`src/rtl/kwmh_pkg.sv`:
```
// kwmh_pkg: shared codes, states and default sizes for the k-way merge heap
// used by k_way_merge_min_heap; depends on nothing

package kwmh_pkg;

    localparam int NUM_LISTS_DEF  = 16;
    localparam int VALUE_BITS_DEF = 32;
    localparam int LIST_BITS      = 4;

    typedef enum logic [1:0] {
        REQ_INSERT  = 2'd0,
        REQ_REPORT  = 2'd1,
        REQ_ADVANCE = 2'd2
    } t_req;

    typedef enum logic [1:0] {
        ST_OK    = 2'd0,
        ST_EMPTY = 2'd1,
        ST_FULL  = 2'd2
    } t_status;

    typedef enum logic [3:0] {
        S_IDLE,
        S_REP,
        S_UP_CHK,
        S_UP_CMP,
        S_DN_LOAD,
        S_DN_CHK,
        S_DN_RDR,
        S_DN_CMP,
        S_DONE
    } t_state;

endpackage

```
`src/rtl/kwmh_ram.sv`:
```
// kwmh_ram: generic simple dual-port ram, one write and one registered read port
// depends on nothing

module kwmh_ram #(
    parameter int WIDTH = 36,
    parameter int DEPTH = 16
) (
    input  logic                     i_clk,
    input  logic                     i_wr_en,
    input  logic [$clog2(DEPTH)-1:0] i_wr_addr,
    input  logic [WIDTH-1:0]         i_wr_data,
    input  logic                     i_rd_en,
    input  logic [$clog2(DEPTH)-1:0] i_rd_addr,
    output logic [WIDTH-1:0]         o_rd_data
);

    logic [WIDTH-1:0] r_mem [DEPTH];
    logic [WIDTH-1:0] r_rd_data;

    always_ff @(posedge i_clk) begin
        if (i_wr_en) begin
            r_mem[i_wr_addr] <= i_wr_data;
        end
        if (i_rd_en) begin
            r_rd_data <= r_mem[i_rd_addr];
        end
    end

    assign o_rd_data = r_rd_data;

endmodule

```
`src/rtl/k_way_merge_min_heap.sv`:
```
// k_way_merge_min_heap: binary min-heap of list heads kept in one ram
// depends on kwmh_pkg and kwmh_ram
//
// channel  dir  tdata (low bit up)                        tuser
// s_axis   in   list_id[3:0] value[35:4] has_next[36]     req_type[1:0]
// m_axis   out  min_value[31:0] min_list[35:32]
//               entries[40:36]                            status[1:0]
//
// one request at a time; the ram read port sets the pace of each heap level
// report reads the root; insert writes the new head in the next free slot and climbs,
// moving each parent it beats down a level until it stops or reaches the root;
// advance loads the root, or the last head on a pop, and sifts it down level by level,
// reading left then right child; last-head pop, empty, full or unknown go straight to done
// tready is high only when idle; a result not taken holds the block in its done state
// reset clears the head count, state and output valid only; ram contents need no clearing

module k_way_merge_min_heap #(
    parameter int NUM_LISTS  = kwmh_pkg::NUM_LISTS_DEF,
    parameter int VALUE_BITS = kwmh_pkg::VALUE_BITS_DEF
) (
    input  logic        i_clk,
    input  logic        i_rst_n,
    input  logic        i_s_axis_tvalid,
    output logic        o_s_axis_tready,
    input  logic [39:0] i_s_axis_tdata,   // list_id, value, has_next, zero pad
    input  logic [1:0]  i_s_axis_tuser,   // req_type
    output logic        o_m_axis_tvalid,
    input  logic        i_m_axis_tready,
    output logic [47:0] o_m_axis_tdata,   // min_value, min_list, entries, zero pad
    output logic [1:0]  o_m_axis_tuser    // status
);

    localparam int LB = kwmh_pkg::LIST_BITS;
    localparam int EW = VALUE_BITS + LB;
    localparam int IW = $clog2(NUM_LISTS);
    localparam int CW = $clog2(NUM_LISTS + 1);
    localparam int XW = IW + 2;

    function automatic logic before_f(input logic [EW-1:0] a, input logic [EW-1:0] b);
        logic signed [VALUE_BITS-1:0] av;
        logic signed [VALUE_BITS-1:0] bv;
        av = $signed(a[EW-1:LB]);
        bv = $signed(b[EW-1:LB]);
        if (av != bv) begin
            return av < bv;
        end
        return a[LB-1:0] < b[LB-1:0];
    endfunction

    kwmh_pkg::t_state r_state, n_state;
    logic                  r_nxt, n_nxt;
    logic [VALUE_BITS-1:0] r_val, n_val;
    logic [EW-1:0]         r_x, n_x;
    logic [EW-1:0]         r_best, n_best;
    logic                  r_best_l, n_best_l;
    logic                  r_has_r, n_has_r;
    logic [IW-1:0]         r_idx, n_idx;
    logic [CW-1:0]         r_cnt, n_cnt;
    logic [1:0]            r_status, n_status;
    logic [31:0]           r_mv, n_mv;
    logic [LB-1:0]         r_ml, n_ml;
    logic                  r_o_valid, n_o_valid;
    logic [47:0]           r_o_data, n_o_data;
    logic [1:0]            r_o_user, n_o_user;

    logic          ram_we;
    logic [IW-1:0] ram_waddr;
    logic [EW-1:0] ram_wdata;
    logic          ram_re;
    logic [IW-1:0] ram_raddr;
    logic [EW-1:0] ram_rdata;

    logic                  s_accept;
    logic [LB-1:0]         in_lid;
    logic signed [31:0]    in_value;
    logic [VALUE_BITS-1:0] in_val_v;
    logic                  in_nxt;
    logic [XW-1:0]         l_ext;
    logic [XW-1:0]         r_ext;
    logic [IW-1:0]         p_idx;
    logic [XW-1:0]         cnt_ext;

    kwmh_ram #(
        .WIDTH(EW),
        .DEPTH(NUM_LISTS)
    ) u_ram (
        .i_clk    (i_clk),
        .i_wr_en  (ram_we),
        .i_wr_addr(ram_waddr),
        .i_wr_data(ram_wdata),
        .i_rd_en  (ram_re),
        .i_rd_addr(ram_raddr),
        .o_rd_data(ram_rdata)
    );

    assign o_s_axis_tready = (r_state == kwmh_pkg::S_IDLE);
    assign s_accept        = i_s_axis_tvalid && o_s_axis_tready;
    assign in_lid          = i_s_axis_tdata[3:0];
    assign in_value        = $signed(i_s_axis_tdata[35:4]);
    assign in_val_v        = VALUE_BITS'(in_value);
    assign in_nxt          = i_s_axis_tdata[36];

    assign l_ext   = XW'({r_idx, 1'b1});
    assign r_ext   = XW'({r_idx, 1'b0}) + XW'(2);
    assign p_idx   = IW'((r_idx - IW'(1)) >> 1);
    assign cnt_ext = XW'(r_cnt);

    always_ff @(posedge i_clk) begin
        if (!i_rst_n) begin
            r_state   <= kwmh_pkg::S_IDLE;
            r_cnt     <= '0;
            r_o_valid <= 1'b0;
        end else begin
            r_state   <= n_state;
            r_cnt     <= n_cnt;
            r_o_valid <= n_o_valid;
        end
        r_nxt    <= n_nxt;
        r_val    <= n_val;
        r_x      <= n_x;
        r_best   <= n_best;
        r_best_l <= n_best_l;
        r_has_r  <= n_has_r;
        r_idx    <= n_idx;
        r_status <= n_status;
        r_mv     <= n_mv;
        r_ml     <= n_ml;
        r_o_data <= n_o_data;
        r_o_user <= n_o_user;
    end

    always_comb begin
        n_state   = r_state;
        n_nxt     = r_nxt;
        n_val     = r_val;
        n_x       = r_x;
        n_best    = r_best;
        n_best_l  = r_best_l;
        n_has_r   = r_has_r;
        n_idx     = r_idx;
        n_cnt     = r_cnt;
        n_status  = r_status;
        n_mv      = r_mv;
        n_ml      = r_ml;
        n_o_valid = r_o_valid && !i_m_axis_tready;
        n_o_data  = r_o_data;
        n_o_user  = r_o_user;
        ram_we    = 1'b0;
        ram_waddr = r_idx;
        ram_wdata = r_x;
        ram_re    = 1'b0;
        ram_raddr = '0;

        unique case (r_state)
            kwmh_pkg::S_IDLE: begin
                if (s_accept) begin
                    n_mv     = '0;
                    n_ml     = '0;
                    n_status = kwmh_pkg::ST_OK;
                    n_nxt    = in_nxt;
                    n_val    = in_val_v;
                    n_idx    = '0;
                    unique case (i_s_axis_tuser)
                        kwmh_pkg::REQ_INSERT: begin
                            if (r_cnt >= CW'(NUM_LISTS)) begin
                                n_status = kwmh_pkg::ST_FULL;
                                n_state  = kwmh_pkg::S_DONE;
                            end else begin
                                n_idx   = r_cnt[IW-1:0];
                                n_cnt   = r_cnt + CW'(1);
                                n_x     = {in_val_v, in_lid};
                                n_state = kwmh_pkg::S_UP_CHK;
                            end
                        end
                        kwmh_pkg::REQ_REPORT: begin
                            if (r_cnt == '0) begin
                                n_status = kwmh_pkg::ST_EMPTY;
                                n_state  = kwmh_pkg::S_DONE;
                            end else begin
                                ram_re  = 1'b1;
                                n_state = kwmh_pkg::S_REP;
                            end
                        end
                        kwmh_pkg::REQ_ADVANCE: begin
                            if (r_cnt == '0) begin
                                n_status = kwmh_pkg::ST_EMPTY;
                                n_state  = kwmh_pkg::S_DONE;
                            end else if (in_nxt) begin
                                ram_re  = 1'b1;
                                n_state = kwmh_pkg::S_DN_LOAD;
                            end else begin
                                n_cnt = r_cnt - CW'(1);
                                if (r_cnt == CW'(1)) begin
                                    n_state = kwmh_pkg::S_DONE;
                                end else begin
                                    ram_re    = 1'b1;
                                    ram_raddr = IW'(r_cnt - CW'(1));
                                    n_state   = kwmh_pkg::S_DN_LOAD;
                                end
                            end
                        end
                        default: begin
                            n_state = kwmh_pkg::S_DONE;
                        end
                    endcase
                end
            end
            kwmh_pkg::S_REP: begin
                n_mv    = 32'($signed(ram_rdata[EW-1:LB]));
                n_ml    = ram_rdata[LB-1:0];
                n_state = kwmh_pkg::S_DONE;
            end
            kwmh_pkg::S_UP_CHK: begin
                if (r_idx == '0) begin
                    ram_we  = 1'b1;
                    n_state = kwmh_pkg::S_DONE;
                end else begin
                    ram_re    = 1'b1;
                    ram_raddr = p_idx;
                    n_state   = kwmh_pkg::S_UP_CMP;
                end
            end
            kwmh_pkg::S_UP_CMP: begin
                ram_we = 1'b1;
                if (before_f(r_x, ram_rdata)) begin
                    ram_wdata = ram_rdata;
                    n_idx     = p_idx;
                    n_state   = kwmh_pkg::S_UP_CHK;
                end else begin
                    n_state = kwmh_pkg::S_DONE;
                end
            end
            kwmh_pkg::S_DN_LOAD: begin
                n_x     = r_nxt ? {r_val, ram_rdata[LB-1:0]} : ram_rdata;
                n_state = kwmh_pkg::S_DN_CHK;
            end
            kwmh_pkg::S_DN_CHK: begin
                if (l_ext >= cnt_ext) begin
                    ram_we  = 1'b1;
                    n_state = kwmh_pkg::S_DONE;
                end else begin
                    ram_re    = 1'b1;
                    ram_raddr = l_ext[IW-1:0];
                    n_state   = kwmh_pkg::S_DN_RDR;
                end
            end
            kwmh_pkg::S_DN_RDR: begin
                if (before_f(ram_rdata, r_x)) begin
                    n_best   = ram_rdata;
                    n_best_l = 1'b1;
                end else begin
                    n_best   = r_x;
                    n_best_l = 1'b0;
                end
                n_has_r = (r_ext < cnt_ext);
                if (r_ext < cnt_ext) begin
                    ram_re    = 1'b1;
                    ram_raddr = r_ext[IW-1:0];
                end
                n_state = kwmh_pkg::S_DN_CMP;
            end
            kwmh_pkg::S_DN_CMP: begin
                ram_we = 1'b1;
                if (r_has_r && before_f(ram_rdata, r_best)) begin
                    ram_wdata = ram_rdata;
                    n_idx     = r_ext[IW-1:0];
                    n_state   = kwmh_pkg::S_DN_CHK;
                end else if (r_best_l) begin
                    ram_wdata = r_best;
                    n_idx     = l_ext[IW-1:0];
                    n_state   = kwmh_pkg::S_DN_CHK;
                end else begin
                    n_state = kwmh_pkg::S_DONE;
                end
            end
            kwmh_pkg::S_DONE: begin
                if (!r_o_valid || i_m_axis_tready) begin
                    n_o_valid = 1'b1;
                    n_o_data  = {7'd0, 5'(r_cnt), r_ml, r_mv};
                    n_o_user  = r_status;
                    n_state   = kwmh_pkg::S_IDLE;
                end
            end
            default: begin
                n_state = kwmh_pkg::S_IDLE;
            end
        endcase
    end

    assign o_m_axis_tvalid = r_o_valid;
    assign o_m_axis_tdata  = r_o_data;
    assign o_m_axis_tuser  = r_o_user;

endmodule

```
`config.mk`:
```
export PLATFORM = sky130hd
export DESIGN_NAME = k_way_merge_min_heap
export DESIGN_NICKNAME = d
export VERILOG_FILES = /design/src/rtl/kwmh_pkg.sv /design/src/rtl/kwmh_ram.sv /design/src/rtl/k_way_merge_min_heap.sv
export SDC_FILE = /design/constraint.sdc
export NUM_CORES = 1
export LEC_CHECK = 0
export ABC_AREA = 1
export ABC_CLOCK_PERIOD_IN_PS = 5200
export BUFFER_PORTS_ARGS = -buffer_cell sky130_fd_sc_hd__buf_2
export CELL_PAD_IN_SITES_DETAIL_PLACEMENT = 1
export CELL_PAD_IN_SITES_GLOBAL_PLACEMENT = 2
export CORE_MARGIN = 2
export CORE_UTILIZATION = 41
export DETAILED_ROUTE_END_ITERATION = 16
export GPL_TIMING_DRIVEN = 1
export PLACE_DENSITY = 0.77
export RECOVER_POWER = 25
export SLEW_MARGIN = 20
export SYNTH_ARGS = -nofsm -noshare
export SYNTH_HDL_FRONTEND = slang
export SYNTH_SLANG_ARGS = --single-unit
```
`constraint.sdc`:
```
create_clock -name i_clk -period 5.2 [get_ports i_clk]
set_input_delay 1.3 -clock i_clk [delete_from_list [all_inputs] [get_ports i_clk]]
set_output_delay 1.3 -clock i_clk [all_outputs]
set_load 0.03 [all_outputs]
```
==> flow_metrics.env, run 1 <==
export IMPL_outcome="finished with violations"
export IMPL_violations="max-capacitance violations, max-slew violations"
export IMPL_via_per_inst=5.08
export IMPL_synthFlopType="edfxtp_1"
export IMPL_post_cts_setup_buffers=0
export IMPL_grt_util_met3_pct=2.74
export IMPL_period_share_pct=83.8
export IMPL_cts_tree="yes"
export IMPL_leakage_nw=16.9
export IMPL_cts_buffers=91
export IMPL_worst_setup_path_start_kind="flip-flop"
export IMPL_slew_violations=214
export IMPL_worst_ep_arrival_time_ns=4.67
export IMPL_dp_hpwl_um=64300
export IMPL_synth_seq_cells=814
export IMPL_start_util_pct=41.4
export IMPL_grt_usage_pct=22.5
export IMPL_synthArstFlopShare_pct=0
export IMPL_wl_um=106000
export IMPL_clock_latency_ns=0.68
export IMPL_drt_iter0_drc=2038
export IMPL_setup_violations_final=0
export IMPL_gp_congestion=0.803
export IMPL_overflow=0
export IMPL_synthCells=3811
export IMPL_grt_pass1_wl_um=161000
export IMPL_skew_ns=0.0346
export IMPL_post_cts_resized=0
export IMPL_cp_max_fo=20
export IMPL_cp_slowest_stage_delay_ns=2.09
export IMPL_worst_slew_margin_rel_pct=-84.0
export IMPL_hold_viol=0
export IMPL_finalNonFillerCells=5194
export IMPL_power_density_nw_per_um2=368
export IMPL_yosys_warnings=0
export IMPL_grt_pass1_vias=26557
export IMPL_first_pass_iters=6
export IMPL_clock_fmax_ghz=0.230
export IMPL_die_w_um=309
export IMPL_grt_util_met2_pct=36.8
export IMPL_layout_commonest_cell="nand2_1"
export IMPL_yosysUniqueCellTypes=47
export IMPL_ant_nets=0
export IMPL_finalSetupTns_ns=0
export IMPL_die_h_um=309
export IMPL_vias=26366
export IMPL_multi_input_area_um2=11000
export IMPL_yosysSeqAreaShare_pct=64.0
export IMPL_critPathKind="reg -> reg"
export IMPL_drc=0
export IMPL_wl_per_cell_um=20.5
export IMPL_cts_sinks=814
export IMPL_min_path_type="reg -> reg"
export IMPL_grt_util_met1_pct=31.7
export IMPL_synthesis_area_um2=38000
export IMPL_nFillCells=10188
export IMPL_avgSynthCellArea_um2=9.98
export IMPL_slowest_stage="o21ai_0"
export IMPL_fin_crit_ns=4.36
export IMPL_layout_common_cells="nand2_1, edfxtp_1, inv_1"
export IMPL_cts_clk_slew_worst_paths_ns=0.06
export IMPL_busiest_layer="met2"
export IMPL_cp_top_family="compound AO/OA/AOI/OAI gates"
export IMPL_regArea_um2=24300
export IMPL_synth_edf_count=804
export IMPL_peakVddDrop_uv=232
export IMPL_htree_num_levels=3
export IMPL_postCtsHoldBufs=0
export IMPL_setup_worst_path_end_class="flip-flop"
export IMPL_grt_max_degree=109
export IMPL_cp_required_ns=5.52
export IMPL_rows=111
export IMPL_maxCapViolCount=6
export IMPL_drive_above_1_share_pct=6.13
export IMPL_clock_path_buffers=3
export IMPL_crit_chain="inv_1 -> nand2_1 -> nor2_1 -> nand2_1 -> o21ai_0 -> buf_4"
export IMPL_placed_cells=5027
export IMPL_io_buffers=87
export IMPL_crit_top_cell="nand2_1"
export IMPL_root_buffer="clkbuf_16"
export IMPL_worstMarginPinSlew_ns=2.76
export IMPL_nets=4014
export IMPL_dieArea_um2=95300
export IMPL_rsz0062_at_grt="no"
export IMPL_core_area_um2=91800
export IMPL_antenna_found_initial=2
export IMPL_syn_to_final_growth_pct=12.0
export IMPL_critPathBufInv=2
export IMPL_ios=98
-- synth_stat cells (2+ instances only) --
cell      instances  area [µm²]
nand3b_1          3        22.5
edfxtp_1        804       24100
inv_2             5        18.8
o21ai_0         259        1300
clkbuf_1         58         218
inv_1           466        1750
nor4_1            2        12.5
buf_1             5        18.8
ha_1             91        1140
nand2_1        1343        5040
nor3_1           13        65.1
o21a_1            2        15.0
a21o_1            2        15.0
buf_2            75         375
xnor2_1           3        26.3
nand3_1         147         736
dfxtp_1          10         200
nor2_4            2        22.5
xor2_1            5        43.8
buf_6            16         180
o21ai_1          87         435
nor2_2            2        12.5
nor2_1          169         634
o211ai_1         88         661
a21oi_1          86         430
nand4_1           8        50.1
buf_4            38         285
o21bai_1          3        22.5
-- final cells by class --
type                    instances  share of cell area [%]
multi-input cells            2337                    25.8
repair buffers                161                    2.53
inverters                     472                    4.16
diodes                          2                  0.0117
flip-flops and latches        814                    57.1
clock inverters                58                    1.25
well taps                    1243                    3.65
clock buffers                 107                    5.49
-- kinds of logic after synthesis --
group | share of synthesized area, %
and+or+nand+nor | 17.5
DFF | 64.0
buffers and inverters | 7.55
AOI/OAI and AO/OA | 7.78
adders and majority gates | 2.99
xor gates and xnor gates | 0.184
other | 0.00986
-- power by group --
part	switching [mW]	internal, mW	leakage [nW]	total, mW
clock network	2.68	3.57	1.41	6.26
registers	0.149	7.55	7.40	7.70
logic	1.26	0.458	8.12	1.72
total	4.09	11.6	16.9	15.7
-- layer usage --
| layer | part of all wire [%] | up-vias |
|---|---|---|
| met5 | 0 | - |
| met4 | 1.9 | 0 |
| met3 | 4.7 | 125 |
| met2 | 46 | 501 |
| met1 | 47 | 13011 |
| li1 | - | 12729 |
-- registers in the layout, indices dropped and copies added, names as in the netlist --
signal           count
u_ram.r_mem        576
o_m_axis_tdata      41
r_best              36
r_x                 36
u_ram.o_rd_data     36
r_mv                32
r_val               32
r_cnt                5
r_idx                4
r_ml                 4
r_state              4
o_m_axis_tuser       2
r_status             2
o_m_axis_tvalid      1
r_best_l             1
r_has_r              1
r_nxt                1
-- stage by stage --
| step | cell area (µm²) | setup WS, ns | hold slack [ns] | util (%) | power [mW] |
|---|---|---|---|---|---|
| floorplan | 38100 | 0.534 | 0.400 | - | 8.97 |
| global placement | 39900 | 0.951 | 0.400 | 43.5 | 9.53 |
| detailed placement | 39900 | 0.907 | 0.406 | 43.5 | 9.58 |
| CTS | 42800 | 0.917 | 0.414 | 46.6 | 15.8 |
| global route | 42600 | 0.419 | 0.424 | 46.4 | 16.3 |
| finish | 42600 | 0.843 | 0.413 | 46.4 | 15.7 |
-- final timing paths --
path               from            endpoint  slack, ns  cells after the start
max          r_state[1]             r_x[23]       0.84                      6
min reg2reg    r_mv[15]  o_m_axis_tdata[15]       0.41                      0
min            r_mv[15]  o_m_axis_tdata[15]       0.41                      0
max reg2reg  r_state[1]             r_x[23]       0.84                      6
Power figures use the tool's default switching activity.
==> run 2, diff against run 1 <==
Settings changed: ABC_AREA 1 to 0, ABC_CLOCK_PERIOD_IN_PS 5200 to 4000, CORE_UTILIZATION 41 to 42, PLACE_DENSITY 0.77 to 0.74.
Clock period 5.2 ns to 4 ns, I/O delays scaled along.
==> run 2 against run 1 <==
Against the previous run: the run still ends with max-capacitance violations, max-slew violations left; critical path depth up 4; utilization up 3.5 points; clock skew down 0.0059 ns; sequential power up 26%; fmax up 11%.
==> flow_metrics.env, run 2 <==
export IMPL_start_util_pct=42.5
export IMPL_yosys_warnings=0
export IMPL_root_buffer="clkbuf_16"
export IMPL_largest_register="u_ram.r_mem"
export IMPL_hold_ws_ns=0.411
export IMPL_core_area_um2=82200
export IMPL_drt_iter0_drc=1444
export IMPL_crit_chain="ha_1 -> nand4_1 -> or4_1 -> or4_4 -> a21oi_2 -> a21o_1 -> a21oi_2 -> a22o_1 -> buf_12 -> a221o_2"
export IMPL_largest_reg_flops=576
export IMPL_grt_usage_pct=21.5
export IMPL_swShare_pct=22.7
export IMPL_clkPwrFrac_pct=42.1
export IMPL_leakage_nw=16.1
export IMPL_slew_violations=173
export IMPL_worstMarginPinSlew_ns=2.72
export IMPL_synthCells=2232
export IMPL_first_pass_iters=5
export IMPL_nets=2585
export IMPL_synth_edf_count=804
export IMPL_cp_slowest_stage_delay_ns=0.59
export IMPL_nFillCells=7849
export IMPL_yosys_mux_area_fraction_pct=12.8
export IMPL_layout_commonest_cell="edfxtp_1"
export IMPL_fin_crit_ns=3.93
export IMPL_cts_buffers=87
export IMPL_crit_top_cell="a21oi_2"
export IMPL_yosysUniqueCellTypes=68
export IMPL_rsz0062_at_grt="yes"
export IMPL_place_ws_ns=-0.0450
export IMPL_dp_hpwl_um=58000
export IMPL_setup_violations_final=0
export IMPL_synth_adder_area_share_pct=3.26
export IMPL_yosys_area_share_simple_pct=4.76
export IMPL_grt_pass1_vias=21471
export IMPL_cts_tree="yes"
export IMPL_cp_max_fo=36
export IMPL_vias=20286
export IMPL_clock_path_buffers=3
export IMPL_overflow=0
export IMPL_power_density_nw_per_um2=463
export IMPL_worst_ep_arrival_time_ns=4.24
export IMPL_yosysSeqAreaShare_pct=69.7
export IMPL_clock_fmax_ghz=0.254
export IMPL_p_comb_share_pct=7.0
export IMPL_min_path_type="reg -> reg"
export IMPL_synth_compound_area_share_pct=6.48
export IMPL_synth_top_family_by_area="multiplexers"
export IMPL_wl_per_cell_um=25.5
export IMPL_intPower_mw=14.7
export IMPL_final_setup_worst_slack_ns=0.0703
export IMPL_wl_um=91500
export IMPL_setup_worst_path_end_class="flip-flop"
export IMPL_syn_to_final_growth_pct=17.5
export IMPL_antenna_found_initial=3
export IMPL_ios=98
export IMPL_clock_latency_ns=0.64
export IMPL_synthArstFlopShare_pct=0
export IMPL_worst_slew_margin_rel_pct=-81.6
export IMPL_gp_congestion=0.844
export IMPL_switching_power_mw=4.31
export IMPL_layout_common_cells="edfxtp_1, mux2i_1, nand2_1"
export IMPL_synthesis_area_um2=34900
export IMPL_period_share_pct=98.2
export IMPL_netlist_top_cells_count="edfxtp_1, mux2i_1, nand2_1, ha_1, inv_1"
export IMPL_cts_clk_slew_worst_paths_ns=0.06
export IMPL_die_w_um=292
export IMPL_multi_input_area_um2=9950
export IMPL_cts_sinks=814
export IMPL_drive_above_1_share_pct=17.2
export IMPL_drc=0
export IMPL_grt_pass1_wl_um=137000
export IMPL_cp_required_ns=4.31
export IMPL_slowest_stage="or4_1"
export IMPL_rows=105
export IMPL_via_per_inst=5.65
export IMPL_ant_nets=0
export IMPL_outcome="finished with violations"
export IMPL_synth_xor_area_share_pct=0.276
export IMPL_die_h_um=292
export IMPL_yosys_area_top_type="edfxtp_1"
export IMPL_hold_viol=0
export IMPL_critPathKind="reg -> reg"
export IMPL_avgSynthCellArea_um2=15.7
export IMPL_io_buffers=87
export IMPL_maxCapViolCount=4
export IMPL_synth_seq_cells=814
export IMPL_synth_most_common_cell="edfxtp_1"
export IMPL_synthTopCellsByArea="edfxtp_1, mux2i_1, ha_1"
export IMPL_fin_util_pct=49.9
export IMPL_grt_max_degree=69
export IMPL_synth_top_area_share_pct=69.1
export IMPL_synthFlopType="edfxtp_1"
export IMPL_peakVddDrop_uv=291
export IMPL_seqPwrFrac_pct=50.9
export IMPL_violations="max-capacitance violations, max-slew violations"
export IMPL_regArea_um2=24300
export IMPL_htree_num_levels=3
export IMPL_skew_ns=0.0287
export IMPL_worst_setup_path_start_kind="flip-flop"
export IMPL_postCtsHoldBufs=0
export IMPL_dieArea_um2=85500
[run 2: final cells by class]
class	count	area share (%)
diodes	2	0.0122
clock buffers	98	5.56
clock inverters	60	1.30
inverters	88	0.805
multi-input cells	1215	24.3
flip-flops and latches	814	59.3
well taps	1070	3.26
repair buffers	242	5.49
[run 2: per-stage QoR]
step / power (mW) / cells / setup TNS [ns] / area (µm²)
after CTS: 19.2 / 3586 / 0 / 41100
after detailed placement: 11.2 / 3428 / -0.919 / 38200
final: 19.0 / 3589 / 0 / 41000
after global placement: 11.1 / 3428 / 0 / 38200
after floorplan: 10.7 / 2238 / -100.26 / 35000
after global routing: 19.6 / 3588 / -2.78 / 41000
[run 2: final timing paths]
path,slack (ns),endpoint,startpoint,cells after the start
min,0.41,o_m_axis_tdata[2],r_mv[2],0
min reg2reg,0.41,o_m_axis_tdata[2],r_mv[2],0
max,0.07,u_ram.r_mem[5][8],u_ram.o_rd_data[13],10
max reg2reg,0.07,u_ram.r_mem[5][8],u_ram.o_rd_data[13],10
[run 2: layer usage]
layer	GRT usage, %	wire (µm)	up-vias
li1	-	-	9123
met1	29.9	41400	10540
met2	35.6	43700	491
met3	2.47	4140	132
met4	6.35	2190	0
met5	0	0	-
[run 2: timing repair]
action | 4_1_cts | 5_1_grt
endpoints found under the setup margin | 90 | 477
gates cloned | 0 | 0
resized for setup | 7 | 28
buffers inserted | 0 | 1
[run 2: worst max-delay path, delay by kind of cell, from the launching register on]
kind | cells | cell delay, ns
simple gates | 3 | 1.39
buf+inv | 1 | 0.18
flops | 1 | 0.50
fa+ha+maj | 1 | 0.35
compound gates | 5 | 1.12
[run 2: cell families after synthesis]
family                   after synthesis
flip-flops                           814
multiplexers                         433
AND/OR/NAND/NOR                      341
AO/OA/AOI/OAI                        332
buffers and inverters                209
adder cells (fa/ha/maj)               91
XOR/XNOR                              11
other                                  1
[run 2: power groups by stage]
| stage | logic, mW | registers [mW] | clock network, mW |
|---|---|---|---|
| after floorplan | 0.771 | 9.88 | 0 |
| after global placement | 1.30 | 9.85 | 0 |
| after detailed placement | 1.34 | 9.86 | 0 |
| after CTS | 1.35 | 9.68 | 8.17 |
| after global routing | 1.45 | 9.70 | 8.46 |
| final | 1.33 | 9.68 | 8.00 |
==> run 3, diff against run 2 <==
Settings changed: CORE_ASPECT_RATIO set to 2, CTS_BUF_LIST set to sky130_fd_sc_hd__clkbuf_8 sky130_fd_sc_hd__clkbuf_16.
==> run 3 against run 2 <==
Against the previous run: total power fell by 4.9%; the flow still finishes with violations (max-capacitance violations, max-slew violations); fmax rose by 0.98%; count of clock-buffer cells in the layout fell by 26; cell count fell by 0.64%; sequential cell count did not move; die area rose by 0.16%; highest routed layer unchanged; wire length rose by 2.3%; first-iteration DRC count fell by 19%.
==> flow_metrics.env, run 3 (synthesized netlist as in run 2, its figures left out) <==
export IMPL_outcome="finished with violations"
export IMPL_violations="max-capacitance violations, max-slew violations"
export IMPL_power_density_nw_per_um2=447
export IMPL_die_w_um=208
export IMPL_critPathKind="reg -> reg"
export IMPL_setup_violations_final=0
export IMPL_cts_sinks=814
export IMPL_worstMarginPinSlew_ns=2.69
export IMPL_dieArea_um2=85600
export IMPL_die_h_um=412
export IMPL_layout_common_cells="edfxtp_1, mux2i_1, buf_4"
export IMPL_peakVddDrop_uv=295
export IMPL_drc=0
export IMPL_skew_ns=0.0291
export IMPL_root_buffer="clkbuf_16"
export IMPL_crit_chain="inv_1 -> ha_1 -> nand4_1 -> or4_1 -> or4_4 -> a21oi_2 -> a21o_1 -> a21oi_4 -> a22o_1 -> buf_12 -> a221o_1"
export IMPL_cp_required_ns=4.29
export IMPL_via_per_inst=5.62
export IMPL_cts_clk_slew_worst_paths_ns=0.07
export IMPL_p_total_mw=18.1
export IMPL_critPathBufInv=2
export IMPL_cts_tree="yes"
export IMPL_first_pass_iters=5
export IMPL_io_buffers=87
export IMPL_rows=149
export IMPL_slowest_stage="or4_1"
export IMPL_grt_pass1_wl_um=138000
export IMPL_clock_fmax_ghz=0.257
export IMPL_cts_buffers=71
export IMPL_largest_reg_flops=576
export IMPL_overflow=0
export IMPL_antenna_found_initial=0
export IMPL_start_util_pct=42.4
export IMPL_vias=20047
export IMPL_wl_per_cell_um=26.3
export IMPL_largest_register="u_ram.r_mem"
export IMPL_core_area_um2=82400
export IMPL_grt_max_degree=57
export IMPL_wl_um=93600
export IMPL_nFillCells=7849
export IMPL_layout_commonest_cell="edfxtp_1"
export IMPL_htree_num_levels=3
export IMPL_design_area_um2=40500
export IMPL_maxCapViolCount=1
export IMPL_syn_to_final_growth_pct=15.8
export IMPL_ant_nets=0
export IMPL_dp_hpwl_um=61700
export IMPL_post_cts_setup_buffers=0
export IMPL_period_share_pct=97.3
export IMPL_setup_worst_path_end_class="flip-flop"
export IMPL_hold_viol=0
export IMPL_slew_violations=40
export IMPL_fin_crit_ns=3.89
export IMPL_grt_pass1_vias=21925
export IMPL_placed_cells=3433
export IMPL_clock_path_buffers=3
export IMPL_min_path_type="reg -> reg"
export IMPL_leakage_nw=15.9
export IMPL_cp_top_family="simple AND/OR/NAND/NOR gates"
export IMPL_worst_ep_arrival_time_ns=4.18
export IMPL_cp_slowest_stage_delay_ns=0.59
export IMPL_worst_setup_path_start_kind="flip-flop"
export IMPL_drt_iter0_drc=1169
export IMPL_rsz0062_at_grt="no"
export IMPL_gp_congestion=0.869
export IMPL_worst_slew_margin_rel_pct=-79.4
export IMPL_grt_usage_pct=21.9
export IMPL_clock_latency_ns=0.66
export IMPL_nets=2586
export IMPL_cp_max_fo=28
export IMPL_placed_cell_area_um2=38200
export IMPL_drive_above_1_share_pct=16.3
export IMPL_finalNonFillerCells=3566
export IMPL_ios=98
==> run 3: changes by cell type in the layout (fill, tap and decap cells not counted), sizes merged, moves of 4 or more <==
cell and delta:
clkinv -18, clkinvlp +4, clkbuf -26, buf +17, inv +13
==> run 3: path summary, 6_finish.rpt <==
kind,start,end,slack [ns],cells after the start
max reg2reg,r_x[13],u_ram.r_mem[10][4],0.11,11
min reg2reg,r_ml[3],o_m_axis_tdata[35],0.42,0
max,r_x[13],u_ram.r_mem[10][4],0.11,11
min,r_ml[3],o_m_axis_tdata[35],0.42,0
==> run 3: final cells by class <==
type	count	area, µm²	area share [%]
well taps	1057	1320	3.27
repair buffers	259	2210	5.46
diodes	1	2.50	0.00618
flip-flops and latches	814	24300	60.2
inverters	88	330	0.816
clock buffers	72	1800	4.45
clock inverters	60	582	1.44
multi-input cells	1215	9880	24.4
==> run 3: worst register-to-register path: cells and delay by family, from the launching register on <==
kind | cells | cell delay, ns
adders and majority gates | 1 | 0.30
DFF | 1 | 0.39
and+or+nand+nor | 3 | 1.39
AOI/OAI and AO/OA | 5 | 1.19
buffers and inverters | 2 | 0.24
==> run 3: metrics by stage <==
stage / setup slack (ns) / hold WS [ns] / setup TNS, ns / utilization, %
2_1_floorplan: -0.254 / 0.400 / -100.26 / -
3_3_place_gp: 0.135 / 0.401 / 0 / 46.4
3_5_place_dp: 0.0741 / 0.406 / 0 / 46.4
4_1_cts: 0.0524 / 0.417 / 0 / 49.3
5_1_grt: 0.00503 / 0.422 / 0 / 49.1
6_report: 0.108 / 0.417 / 0 / 49.1
==> run 3: repair_timing <==
item                                    CTS  global route
endpoints found under the setup margin    0            83
gates resized for setup                   0             7
hold buffers                              0             0
==> run 3: routing by layer <==
layer | vias to the layer above | GRT usage [%] | share of wire, %
met5 | - | 0 | 0
met4 | 0 | 9.18 | 3.8
met3 | 178 | 2.59 | 3.5
met2 | 470 | 42.6 | 56
met1 | 10284 | 23.7 | 37
li1 | 9115 | - | -
==> run 3: power by group <==
group	total, mW	internal [mW]	switching (mW)	leakage (nW)
sequential	9.67	9.58	0.0946	7.40
clock	7.12	3.92	3.20	1.19
combinational	1.29	0.460	0.831	7.35
total	18.1	14.0	4.13	15.9
